File: src/design/skt_pkg.sv
package skt_pkg;

    localparam int unsigned KIND_W = 3;
    localparam int unsigned KEY_W  = 16;
    localparam int unsigned AGE_W  = 8;
    localparam int unsigned QTY_W  = 16;
    localparam int unsigned STAT_W = 2;
    localparam int unsigned POS_W  = 4;
    localparam int unsigned CNT_W  = 5;

    localparam logic [KIND_W-1:0] KIND_INSERT = 3'd0;
    localparam logic [KIND_W-1:0] KIND_DELETE = 3'd1;
    localparam logic [KIND_W-1:0] KIND_LOOKUP = 3'd2;
    localparam logic [KIND_W-1:0] KIND_UPDATE = 3'd3;
    localparam logic [KIND_W-1:0] KIND_CLEAR  = 3'd4;

    localparam logic [STAT_W-1:0] ST_OK   = 2'd0;
    localparam logic [STAT_W-1:0] ST_FULL = 2'd1;
    localparam logic [STAT_W-1:0] ST_MISS = 2'd2;

    typedef struct packed {
        logic [KEY_W-1:0] key;
        logic [AGE_W-1:0] age;
        logic [QTY_W-1:0] quantity;
    } t_rec;

    // Operation held steady for the whole walk down the chain.
    typedef struct packed {
        logic [KIND_W-1:0] kind;
        logic [KEY_W-1:0]  key;
        logic [AGE_W-1:0]  age;
        logic [QTY_W-1:0]  quantity;
    } t_ctrl;

    // What one cell hands to the next as the token walks.
    typedef struct packed {
        logic             tok;
        logic             hit;
        logic [POS_W-1:0] pos;
        t_rec             carry;
        t_rec             fnd;
    } t_link;

    typedef struct packed {
        logic [STAT_W-1:0] status;
        logic [POS_W-1:0]  position;
        logic [KEY_W-1:0]  found_key;
        logic [AGE_W-1:0]  found_age;
        logic [QTY_W-1:0]  found_quantity;
        logic [CNT_W-1:0]  entry_count;
    } t_res;

endpackage

File: src/design/skt_if.sv
interface skt_in_if;
    logic                       valid;
    logic                       ready;
    logic [skt_pkg::KIND_W-1:0] kind;
    logic [skt_pkg::KEY_W-1:0]  key;
    logic [skt_pkg::AGE_W-1:0]  age;
    logic [skt_pkg::QTY_W-1:0]  quantity;

    modport source (output valid, kind, key, age, quantity, input ready);
    modport sink   (input valid, kind, key, age, quantity, output ready);
endinterface

interface skt_out_if;
    logic                       valid;
    logic                       ready;
    logic [skt_pkg::STAT_W-1:0] status;
    logic [skt_pkg::POS_W-1:0]  position;
    logic [skt_pkg::KEY_W-1:0]  found_key;
    logic [skt_pkg::AGE_W-1:0]  found_age;
    logic [skt_pkg::QTY_W-1:0]  found_quantity;
    logic [skt_pkg::CNT_W-1:0]  entry_count;

    modport source (output valid, status, position, found_key, found_age, found_quantity,
                    entry_count, input ready);
    modport sink   (input valid, status, position, found_key, found_age, found_quantity,
                    entry_count, output ready);
endinterface

File: src/design/skt_cell.sv
module skt_cell #(
    parameter int unsigned IDX = 0,
    parameter int unsigned CW  = 5
) (
    input  logic           i_clk,
    input  logic           i_rst_n,
    input  skt_pkg::t_ctrl i_ctrl,
    input  logic [CW-1:0]  i_count,
    input  skt_pkg::t_link i_link,
    output skt_pkg::t_link o_link,
    input  skt_pkg::t_rec  i_right_rec,
    output skt_pkg::t_rec  o_rec
);
    import skt_pkg::*;

    localparam int unsigned PosLsb = IDX % 16;
    localparam logic [POS_W-1:0] MyPos = POS_W'(PosLsb);

    t_rec  r_rec, n_rec;
    t_link r_link, n_link;
    t_rec  w_new;
    logic  w_used;
    logic  w_at_end;
    logic  w_match;

    always_comb begin
        w_new    = '{key: i_ctrl.key, age: i_ctrl.age, quantity: i_ctrl.quantity};
        w_used   = CW'(IDX) < i_count;
        w_at_end = CW'(IDX) == i_count;
        w_match  = w_used && (r_rec.key == i_ctrl.key);
        n_rec    = r_rec;
        n_link   = i_link;
        if (i_link.tok) begin
            case (i_ctrl.kind)
                KIND_INSERT: begin
                    if (w_used) begin
                        if (i_link.hit) begin
                            // ripple: take the displaced record, pass ours on
                            n_rec        = i_link.carry;
                            n_link.carry = r_rec;
                        end else if (i_ctrl.key < r_rec.key) begin
                            n_rec        = w_new;
                            n_link.carry = r_rec;
                            n_link.hit   = 1'b1;
                            n_link.pos   = MyPos;
                        end
                    end else if (w_at_end) begin
                        n_rec = i_link.hit ? i_link.carry : w_new;
                        if (!i_link.hit) begin
                            n_link.pos = MyPos;
                        end
                        n_link.hit = 1'b1;
                    end
                end
                KIND_DELETE: begin
                    if (i_link.hit && w_used) begin
                        n_rec = i_right_rec;
                    end else if (!i_link.hit && w_match) begin
                        n_rec      = i_right_rec;
                        n_link.hit = 1'b1;
                        n_link.pos = MyPos;
                    end
                end
                KIND_LOOKUP: begin
                    if (!i_link.hit && w_match) begin
                        n_link.hit = 1'b1;
                        n_link.pos = MyPos;
                        n_link.fnd = r_rec;
                    end
                end
                KIND_UPDATE: begin
                    if (!i_link.hit && w_match) begin
                        n_rec.quantity = i_ctrl.quantity;
                        n_link.hit     = 1'b1;
                        n_link.pos     = MyPos;
                    end
                end
                default: begin
                end
            endcase
        end
    end

    always_ff @(posedge i_clk) begin
        if (!i_rst_n) begin
            r_link.tok <= 1'b0;
        end else begin
            r_link <= n_link;
        end
    end

    always_ff @(posedge i_clk) begin
        r_rec <= n_rec;
    end

    assign o_link = r_link;
    assign o_rec  = r_rec;

endmodule

File: src/design/sorted_key_table_core.sv
// Insert, delete, lookup and update walk a token down the chain, one table cell per cycle,
// and give their result once it reaches the tail; a full insert, clear and unused kinds skip
// the walk. One item at a time: a new input is taken only in S_IDLE, and a result held in
// S_FIN waits there until the output register is free.
// Reset clears the entry count, the state, the token and the output valid; records at or
// above the count never reach a result.
module sorted_key_table_core #(
    parameter int unsigned CAPACITY = 16
) (
    input  logic             i_clk,
    input  logic             i_rst_n,
    skt_in_if.sink           i_in,
    skt_out_if.source        o_out
);
    import skt_pkg::*;

    localparam int unsigned CW = $clog2(CAPACITY + 1);
    localparam logic [CW-1:0] CapCount = CW'(CAPACITY);

    typedef enum logic [1:0] {
        S_IDLE,
        S_RUN,
        S_FIN
    } t_state;

    t_state        r_state;
    t_ctrl         r_ctrl;
    logic [CW-1:0] r_count;
    t_link         r_head;
    t_res          r_res;
    t_res          r_out;
    logic          r_out_valid;

    // Chain wiring: link g feeds cell g, record g+1 is cell g's right neighbor.
    t_link         w_link [CAPACITY+1];
    t_rec          w_rec  [CAPACITY+1];
    t_link         w_tail;
    logic          w_acc;
    logic          w_take;
    logic          w_load;
    logic          w_full_ins;
    logic [31:0]   w_count_ext;
    t_rec          w_new;

    assign w_link[0]        = r_head;
    assign w_rec[CAPACITY]  = '0;
    assign w_tail           = w_link[CAPACITY];
    assign w_acc            = i_in.valid && i_in.ready;
    assign w_take           = r_out_valid && o_out.ready;
    // the finished result moves into the output register once that is free
    assign w_load           = (r_state == S_FIN) && (!r_out_valid || o_out.ready);
    assign w_full_ins       = (i_in.kind == KIND_INSERT) && (r_count == CapCount);
    assign w_count_ext      = 32'(r_count);
    assign w_new            = '{key: i_in.key, age: i_in.age, quantity: i_in.quantity};

    for (genvar g = 0; g < CAPACITY; g++) begin : g_cell
        skt_cell #(
            .IDX (g),
            .CW  (CW)
        ) u_cell (
            .i_clk       (i_clk),
            .i_rst_n     (i_rst_n),
            .i_ctrl      (r_ctrl),
            .i_count     (r_count),
            .i_link      (w_link[g]),
            .o_link      (w_link[g+1]),
            .i_right_rec (w_rec[g+1]),
            .o_rec       (w_rec[g])
        );
    end

    always_ff @(posedge i_clk) begin
        if (!i_rst_n) begin
            r_state     <= S_IDLE;
            r_count     <= '0;
            r_head.tok  <= 1'b0;
            r_out_valid <= 1'b0;
        end else begin
            // raise valid as a result loads, drop it once the sink takes it
            if (w_load) begin
                r_out_valid <= 1'b1;
            end else if (w_take) begin
                r_out_valid <= 1'b0;
            end
            case (r_state)
                S_IDLE: begin
                    if (w_acc) begin
                        r_ctrl <= '{kind: i_in.kind, key: i_in.key, age: i_in.age,
                                    quantity: i_in.quantity};
                        // a full table turns the insert away without a walk
                        r_res  <= '{status: (w_full_ins ? ST_FULL : ST_OK), default: '0};
                        case (i_in.kind)
                            KIND_INSERT, KIND_DELETE, KIND_LOOKUP, KIND_UPDATE: begin
                                if (w_full_ins) begin
                                    r_state <= S_FIN;
                                end else begin
                                    // launch the token into the first cell
                                    r_head  <= '{tok: 1'b1, hit: 1'b0, pos: '0,
                                                 carry: w_new, fnd: '0};
                                    r_state <= S_RUN;
                                end
                            end
                            KIND_CLEAR: begin
                                r_count <= '0;
                                r_state <= S_FIN;
                            end
                            default: begin
                                r_state <= S_FIN;
                            end
                        endcase
                    end
                end
                S_RUN: begin
                    r_head.tok <= 1'b0;
                    if (w_tail.tok) begin
                        r_state <= S_FIN;
                        if (r_ctrl.kind == KIND_INSERT) begin
                            r_res.position <= w_tail.pos;
                            r_count        <= r_count + CW'(1);
                        end else if (!w_tail.hit) begin
                            r_res.status <= ST_MISS;
                        end else begin
                            r_res.position <= w_tail.pos;
                            if (r_ctrl.kind == KIND_DELETE) begin
                                r_count <= r_count - CW'(1);
                            end
                            if (r_ctrl.kind == KIND_LOOKUP) begin
                                r_res.found_key      <= w_tail.fnd.key;
                                r_res.found_age      <= w_tail.fnd.age;
                                r_res.found_quantity <= w_tail.fnd.quantity;
                            end
                        end
                    end
                end
                S_FIN: begin
                    // hold the result until the output register is free
                    if (w_load) begin
                        r_out   <= '{status: r_res.status, position: r_res.position,
                                     found_key: r_res.found_key, found_age: r_res.found_age,
                                     found_quantity: r_res.found_quantity,
                                     entry_count: w_count_ext[CNT_W-1:0]};
                        r_state <= S_IDLE;
                    end
                end
                default: begin
                    r_state <= S_IDLE;
                end
            endcase
        end
    end

    assign i_in.ready           = (r_state == S_IDLE);
    assign o_out.valid          = r_out_valid;
    assign o_out.status         = r_out.status;
    assign o_out.position       = r_out.position;
    assign o_out.found_key      = r_out.found_key;
    assign o_out.found_age      = r_out.found_age;
    assign o_out.found_quantity = r_out.found_quantity;
    assign o_out.entry_count    = r_out.entry_count;

endmodule

File: src/flat_wrapper.sv
// flat-port wrapper written by rule: the top's interface ports become plain ports
module sorted_key_table_core_flat import skt_pkg::*;
#(
    parameter int unsigned CAPACITY = 16
)
  (i_clk, i_rst_n, i_in_valid, i_in_kind, i_in_key, i_in_age, i_in_quantity, i_in_ready, o_out_valid, o_out_status, o_out_position, o_out_found_key, o_out_found_age, o_out_found_quantity, o_out_entry_count, o_out_ready);
  skt_in_if i_in_i ();
  skt_out_if o_out_i ();
  input  logic i_clk;
  input  logic i_rst_n;
  input wire logic [$bits(i_in_i.valid)-1:0] i_in_valid;
  input wire logic [$bits(i_in_i.kind)-1:0] i_in_kind;
  input wire logic [$bits(i_in_i.key)-1:0] i_in_key;
  input wire logic [$bits(i_in_i.age)-1:0] i_in_age;
  input wire logic [$bits(i_in_i.quantity)-1:0] i_in_quantity;
  output wire logic [$bits(i_in_i.ready)-1:0] i_in_ready;
  output wire logic [$bits(o_out_i.valid)-1:0] o_out_valid;
  output wire logic [$bits(o_out_i.status)-1:0] o_out_status;
  output wire logic [$bits(o_out_i.position)-1:0] o_out_position;
  output wire logic [$bits(o_out_i.found_key)-1:0] o_out_found_key;
  output wire logic [$bits(o_out_i.found_age)-1:0] o_out_found_age;
  output wire logic [$bits(o_out_i.found_quantity)-1:0] o_out_found_quantity;
  output wire logic [$bits(o_out_i.entry_count)-1:0] o_out_entry_count;
  input wire logic [$bits(o_out_i.ready)-1:0] o_out_ready;
  assign i_in_i.valid = i_in_valid;
  assign i_in_i.kind = i_in_kind;
  assign i_in_i.key = i_in_key;
  assign i_in_i.age = i_in_age;
  assign i_in_i.quantity = i_in_quantity;
  assign i_in_ready = i_in_i.ready;
  assign o_out_valid = o_out_i.valid;
  assign o_out_status = o_out_i.status;
  assign o_out_position = o_out_i.position;
  assign o_out_found_key = o_out_i.found_key;
  assign o_out_found_age = o_out_i.found_age;
  assign o_out_found_quantity = o_out_i.found_quantity;
  assign o_out_entry_count = o_out_i.entry_count;
  assign o_out_i.ready = o_out_ready;
  sorted_key_table_core #(.CAPACITY(CAPACITY)) u_core (.i_clk(i_clk), .i_rst_n(i_rst_n), .i_in(i_in_i), .o_out(o_out_i));
endmodule
File: config.mk
export PLATFORM = sky130hd
export DESIGN_NAME = sorted_key_table_core_flat
export DESIGN_NICKNAME = d
export VERILOG_FILES = /design/src/design/skt_pkg.sv /design/src/design/skt_if.sv /design/src/design/skt_cell.sv /design/src/design/sorted_key_table_core.sv /design/src/flat_wrapper.sv
export SDC_FILE = /design/constraint.sdc
export NUM_CORES = 2
export LEC_CHECK = 0
export BUFFER_PORTS_ARGS = -buffer_cell sky130_fd_sc_hd__buf_2
export CAP_MARGIN = 10
export CORE_MARGIN = 2
export CORE_UTILIZATION = 45
export CTS_CLUSTER_SIZE = 28
export DETAILED_ROUTE_END_ITERATION = 8
export SKIP_CTS_REPAIR_TIMING = 1
export SLEW_MARGIN = 30
export SYNTH_ARGS = -nofsm -noshare
export SYNTH_HDL_FRONTEND = slang
export SYNTH_SLANG_ARGS = --single-unit
File: constraint.sdc
create_clock -name i_clk -period 5.4 [get_ports i_clk]
set_clock_uncertainty 0.1 [all_clocks]
set_input_delay 1.08 -clock i_clk [delete_from_list [all_inputs] [get_ports i_clk]]
set_output_delay 1.08 -clock i_clk [all_outputs]
set_load 0.01 [all_outputs]
# After elaboration in Yosys (flattened, before gate mapping)
# Index checks and enable logic that the tools add are counted.
[word_totals]
reg_bits = 2165
latch_bits = 0
ramBits = 0
romBits = 0
inputBits = 47
output_inout_bits = 53
elab_cells = 889
n_memories = 0
[classes]
addsub = 2
multipliers = 0
div_mod_pow = 0
n_lt_le_gt_ge = 32
eq_ne = 117
shifts = 0
muxes = 406
bitwise_logic = 1
n_reduce_logical = 120
[ops]
columns = ["operator", "n"]
rows = [
  ["2-to-1 mux 40 bit", 190],
  ["2-to-1 mux 85 bit", 15],
  ["case mux 16 bit (3 select lines)", 16],
  ["case mux 24 bit (2 select lines)", 16],
  ["2-to-1 mux 45 bit", 16],
  ["2-to-1 mux 5 bit", 84],
  ["2-to-1 mux 86 bit", 3],
  ["equality test 16 bit", 16],
  ["less-than comparator 16 bit", 16],
  ["2-to-1 mux 16 bit", 16],
  ["case mux 5 bit (3 select lines)", 15],
  ["AND reduction 6 bit", 18],
  ["!= test 3 bit, second input constant", 32],
  ["case mux 46 bit (2 select lines)", 1],
  ["AND reduction 5 bit", 18],
  ["2-to-1 mux 80 bit", 1],
  ["2-to-1 mux 4 bit", 16],
  ["!= test 4 bit, second input constant", 15],
  ["2-to-1 mux 51 bit", 1],
  ["logical AND 1 bit", 50],
  ["!= test 2 bit, second input constant", 25],
  ["2-to-1 mux 46 bit", 1],
  ["2-to-1 mux 44 bit", 1],
  ["equality test 4 x 5 -> 1 bit, first input constant", 8],
  ["37 further kinds", 88],
]

# Logic depth before layout (Yosys ltp)
[logic_depth]
word_depth = 7
ltp_mapped = 10
ltp_nobuf = 8

# By module
# Synthesis repeated with hierarchy kept, for this count alone.
[hier_totals]
hier_cells = 7912
area_unflattened_um2 = 107850.9
[modules_own_cells]
columns = ["mod", "n_inst", "cells_per_inst", "area_per_inst_um2", "seq_area_each_um2"]
rows = [
  ["skt_cell at u_core.g_cell[5].u_cell", 1, 677, 7277.0, 3773.6],
  ["skt_cell at u_core.g_cell[7].u_cell", 1, 528, 6526.3, 3773.6],
  ["skt_cell at u_core.g_cell[13].u_cell", 1, 460, 6378.6, 3773.6],
  ["skt_cell at u_core.g_cell[11].u_cell", 1, 444, 6374.9, 3773.6],
  ["skt_cell at u_core.g_cell[2].u_cell", 1, 466, 6351.1, 3773.6],
  ["sorted_key_table_core", 1, 309, 6346.1, 5585.4],
  ["skt_cell at u_core.g_cell[10].u_cell", 1, 464, 6333.6, 3773.6],
  ["skt_cell at u_core.g_cell[6].u_cell", 1, 465, 6323.6, 3773.6],
  ["skt_cell at u_core.g_cell[8].u_cell", 1, 462, 6301.0, 3773.6],
  ["skt_cell at u_core.g_cell[15].u_cell", 1, 457, 6296.0, 3773.6],
  ["skt_cell at u_core.g_cell[4].u_cell", 1, 446, 6292.3, 3773.6],
  ["skt_cell at u_core.g_cell[3].u_cell", 1, 445, 6243.5, 3773.6],
  ["skt_cell at u_core.g_cell[14].u_cell", 1, 459, 6206.0, 3773.6],
  ["skt_cell at u_core.g_cell[12].u_cell", 1, 457, 6197.2, 3773.6],
  ["+3 rows", "n/a", "n/a", "n/a", "n/a"],
]

# Worst setup path after synthesis
# No wires, ideal clock.
[synth_path]
kind = "reg-to-reg"
from = "register u_core.r_ctrl[33] (netlist name)"
to = "register u_core.g_cell[15].u_cell.r_rec, in the netlist u_core.g_cell[15].u_cell.o_rec[16] (enable)"
setup_time_ps = 466
arrival_time_ps = 4492
required_ps = 4834
slack_ps = 342
path_stages_with_launch = 8
path_buffers = 0
synth_period_minus_slack_ps = 5058
cell_sequence = "edfxtp_1 ha_1 a21o_1 nand3_1 a21oi_1 a2111oi_0 a31oi_1 nor4_1"
[synth_via]
elab_chain_len = 5
elab_cells_between_ends = 7
cone_classes = "order compare: 1; eq/ne: 3; reduce/logical: 3"
[synth_rtl]
columns = ["element", "line_no", "text"]
rows = [
  ["from (decl)", "sorted_key_table_core.sv:27", "t_ctrl r_ctrl;"],
  ["from (signal assigned)", "sorted_key_table_core.sv:88", "r_ctrl <= '{kind: i_in.kind, key: i_in.key, age: i_in.age,"],
  ["branches (longest 4 deep; another with less-than comparator 16 bit)", "n/a", ""],
  ["AND reduction 5 bit (no source line) *", "n/a", ""],
  ["to (signal assigned)", "skt_cell.sv:93", "r_rec <= n_rec;"],
  ["to (decl)", "skt_cell.sv:19", "t_rec r_rec, n_rec;"],
]
# Every way passes the cells marked *.
# A chain may end at the register's enable or synchronous reset.

==> results.md <==
- Status: complete, no violations
- Worst Setup EP: u_core.g_cell[13].u_cell.o_link[49]$_DFFE_PP_
- CP max FO: 40
- Worst vdd ir: 0.315 mV
- Clock buffer depth: 3
- Global-route wire length before repair: 381 mm
- Slew HR: 28.3%
- Layout cell share with drive strength beyond 1: 14.5%
- Worst setup EP type: flop
- IO Count: 100
- Period utilisation layout: 76.3%
- GR Util met3: 3.77%
- Mapped cell area: 0.0995 mm2
- Initial DRC count: 5761
- Worst setup SP type: flop
- Grt met1 use: 33.5%
- Worst EP required: 5.88 ns
- Sequential area share after synthesis: 64.6%
- Yosys cell types: 81
- Root Buffer: clkbuf_16
- Via density: 5.62
- Gpl congestion: 0.931
- Antenna violations before repair: 10
- I/O Buffers: 99
- TritonCTS clock tree: yes
- Syn Inst Count: 7279
- Slew @ Worst Pin: 1.07 ns
- R2R cell count: 11
- Skew-Pair Late Insertion Delay: 0.87 ns
- Fmax: 243 MHz
- HP Class: in2reg
- Post-Route WL: 251 mm
- Syn_nets: 7587
- Top cells by area, synth: edfxtp_1, mux2_1, mux2_2
- Syn avg cell area: 13.7 um2
- Reg2reg setup slack: 1.28 ns
- Core Box Area: 0.220 mm2
- Worst setup path startpoint: u_core.r_ctrl[24]$_DFFE_PP_
- Worst-path clk slew: 0.06 ns
- DIE AREA: 0.225 mm2
- 1st-pass router iterations: 5
- Synth Register Bits: 2150
- Register area: 0.0643 mm2
- Most Crowded Layer GR: met1
- LEAKAGE: 40.2 nW
- Vias in the first global route: 59300
- DRC: 0
- Min cycle time layout: 4.12 ns
- H-Tree Level Count: 4
- DIE WIDTH: 474 um
- Routed vias: 59400
- Top_reg_cell synth: edfxtp_1
- RSZ-0062 raised after global routing: false
- Initial Util: 45.3%
- CTS sink count: 2150
- CP Class: reg2reg
- Net count, final: 7734
- Final ANT Viol Nets: 0
- Finished Layout Cells: 10600
- Setup_tns: 0 ns
- Number of synthesized flops with an enable pin: 2125
- WP data arrival: 4.60 ns
- Synth area leader: edfxtp_1
- Largest net degree at the start of global routing: 167
- Async SR Flop Fraction: 0%
- Final hold vios: 0
- Grt total ovfl: 0
- Cells after DPL: 10200
- Synth warnings: 0
- Met2 GRT Util: 32.9%
- Wirelength per Cell: 23.7 um
- HPWL after DPL: 172 mm
- Row cnt: 172
- Cts bufs inserted: 225
- Reg2reg start: u_core.r_ctrl[24]$_DFFE_PP_
- Synth top area share: 64.1%
- Area of the multi-input gates: 0.0329 mm2
- Final-report max-slew violation count: 0
- Die Y-Extent: 474 um
- P per Cell Area: 328 mW/mm2
- Reg-to-reg endpoint: u_core.g_cell[13].u_cell.o_link[49]$_DFFE_PP_
- Final hold slack: 0.297 ns
- Area Overhead vs Synth: 12.2%
- Max-cap violations: 0
- Number of setup violations in the final report: 0
- GRT Overall Usage: 22.1%
- FILL cells: 18400
cells in the mapped netlist, types with 8 or more instances:
cell and number:
buf_4 8, a21o_1 23, and2_1 114, o211ai_1 18, o21a_1 15, o21ai_1 55, a21boi_0 8, o21bai_1 9
inv_1 260, dfxtp_1 25, nor2b_1 28, a21oi_1 116, clkbuf_1 270, edfxtp_1 2125, nor3_1 40, a211oi_1 29
mux2i_1 363, and3_1 20, nand2b_1 21, nor2_1 557, nand2_1 704, mux2_2 398, nand3_1 40, a21boi_1 10
mux2_1 653, a2111oi_0 11, or3_1 24, nor4_1 19, nand4_1 61, buf_2 97, buf_1 25, ha_1 261
a31oi_1 20, o31ai_1 8, o21ai_0 516, and4_1 8, o22ai_1 226
state kept, by name, indices dropped and copies added (netlist names):
| name | cells |
|---|---|
| u_core.o_out.entry_count | 5 |
| u_core.o_out.found_key | 16 |
| u_core.r_count | 5 |
| u_core.g_cell.u_cell.o_link | 1321 |
| u_core.o_out.position | 4 |
| u_core.r_ctrl | 43 |
| u_core.o_out.found_age | 8 |
| u_core.o_out.status | 2 |
| u_core.r_state | 2 |
| u_core.r_res | 46 |
| u_core.o_out.found_quantity | 16 |
| u_core.r_head | 41 |
| u_core.g_cell.u_cell.o_rec | 640 |
| u_core.o_out.valid | 1 |
critical path: stages (launching register included):
cell and delay [ns]:
edfxtp_1 0.36, buf_4 0.22, inv_1 0.52, buf_4 0.30
ha_1 0.17, nor2b_1 0.04, o211ai_1 0.25, a21boi_0 0.14
or4_1 0.55, a21oi_4 0.17, buf_4 0.55, mux2_1 0.40
cell type report:
| cell class | count | share of cell area (%) |
|---|---|---|
| clock inverters | 116 | 1.00 |
| multi-input cells | 4466 | 29.5 |
| well taps | 2958 | 3.32 |
| inverters | 263 | 0.885 |
| flip-flops and latches | 2150 | 57.6 |
| repair buffers | 320 | 2.21 |
| clock buffers | 297 | 5.43 |
| diodes | 5 | 0.0112 |
through the flow:
| stage | area [um2] | util (%) | worst slack, ns | power, mW |
|---|---|---|---|---|
| floorplan | 99500 | - | 0.342 | 20.7 |
| global placement | 104000 | 47.5 | 1.12 | 21.6 |
| detailed placement | 104000 | 47.5 | 1.35 | 21.6 |
| CTS | 112000 | 50.8 | 1.31 | 37.0 |
| global route | 112000 | 50.8 | 1.13 | 37.8 |
| finish | 112000 | 50.8 | 1.28 | 36.6 |
cell usage in the layout, fill, tap and decap left out, types with 61 or more instances in the layout:
| master | Yosys | layout |
|---|---|---|
| buf_2 | 97 | 98 |
| mux2_1 | 653 | 653 |
| nand2_1 | 704 | 703 |
| edfxtp_1 | 2125 | 2125 |
| inv_1 | 260 | 260 |
| clkbuf_16 | 0 | 229 |
| and2_1 | 114 | 113 |
| nand4_1 | 61 | 61 |
| mux2_2 | 398 | 398 |
| o22ai_1 | 226 | 226 |
| mux2i_1 | 363 | 363 |
| buf_4 | 8 | 193 |
| ha_1 | 261 | 261 |
| nor2_1 | 557 | 546 |
| o21ai_0 | 516 | 516 |
| a21oi_1 | 116 | 111 |
where the power goes:
| group | total (mW) | switching (mW) | internal (mW) | leakage, nW |
|---|---|---|---|---|
| Clock | 15.3 | 6.52 | 8.80 | 3.50 |
| Sequential | 19.4 | 0.294 | 19.1 | 20.5 |
| Combinational | 1.95 | 1.22 | 0.728 | 16.2 |
| Total | 36.6 | 8.03 | 28.6 | 40.2 |
routing by layer:
layer | part of all wire [%] | wire length [um]
met5 | 0 | 0
met4 | 2.0 | 4890
met3 | 7.0 | 17500
met2 | 44 | 109000
met1 | 48 | 119000
cells by family (layout without fill, tap and decap cells):
| group | after synthesis | in the layout | share of synthesized area [%] |
|---|---|---|---|
| flip-flops | 2150 | 2150 | 64.6 |
| AND/OR/NAND/NOR | 1686 | 1686 | 7.47 |
| multiplexers | 1414 | 1414 | 15.5 |
| AO/OA/AOI/OAI | 1104 | 1104 | 6.39 |
| buffers and inverters | 663 | 996 | 2.65 |
| adder cells (fa/ha/maj) | 261 | 261 | 3.28 |
| XOR/XNOR | 1 | 1 | 0.00880 |
| other | 0 | 5 | 0 |
worst min-delay path by stage:
stage	from	to	slack, ns	cells past startpoint
floorplan	u_core.r_res[21]$_SDFFCE_PN0P_	u_core.o_out.found_age[0]$_DFFE_PP_	0.30	0
global placement	u_core.r_res[43]$_SDFFCE_PN0P_	u_core.o_out.found_key[14]$_DFFE_PP_	0.30	0
detailed placement	u_core.r_res[19]$_SDFFCE_PN0P_	u_core.o_out.found_quantity[14]$_DFFE_PP_	0.30	0
CTS	i_in_key[11]	u_core.r_ctrl[35]$_DFFE_PP_	0.23	1
global route	i_in_key[11]	u_core.r_head[75]$_DFFE_PP_	0.26	1
finish	i_in_key[11]	u_core.r_head[75]$_DFFE_PP_	0.30	1
Power figures use the tool's default switching activity.
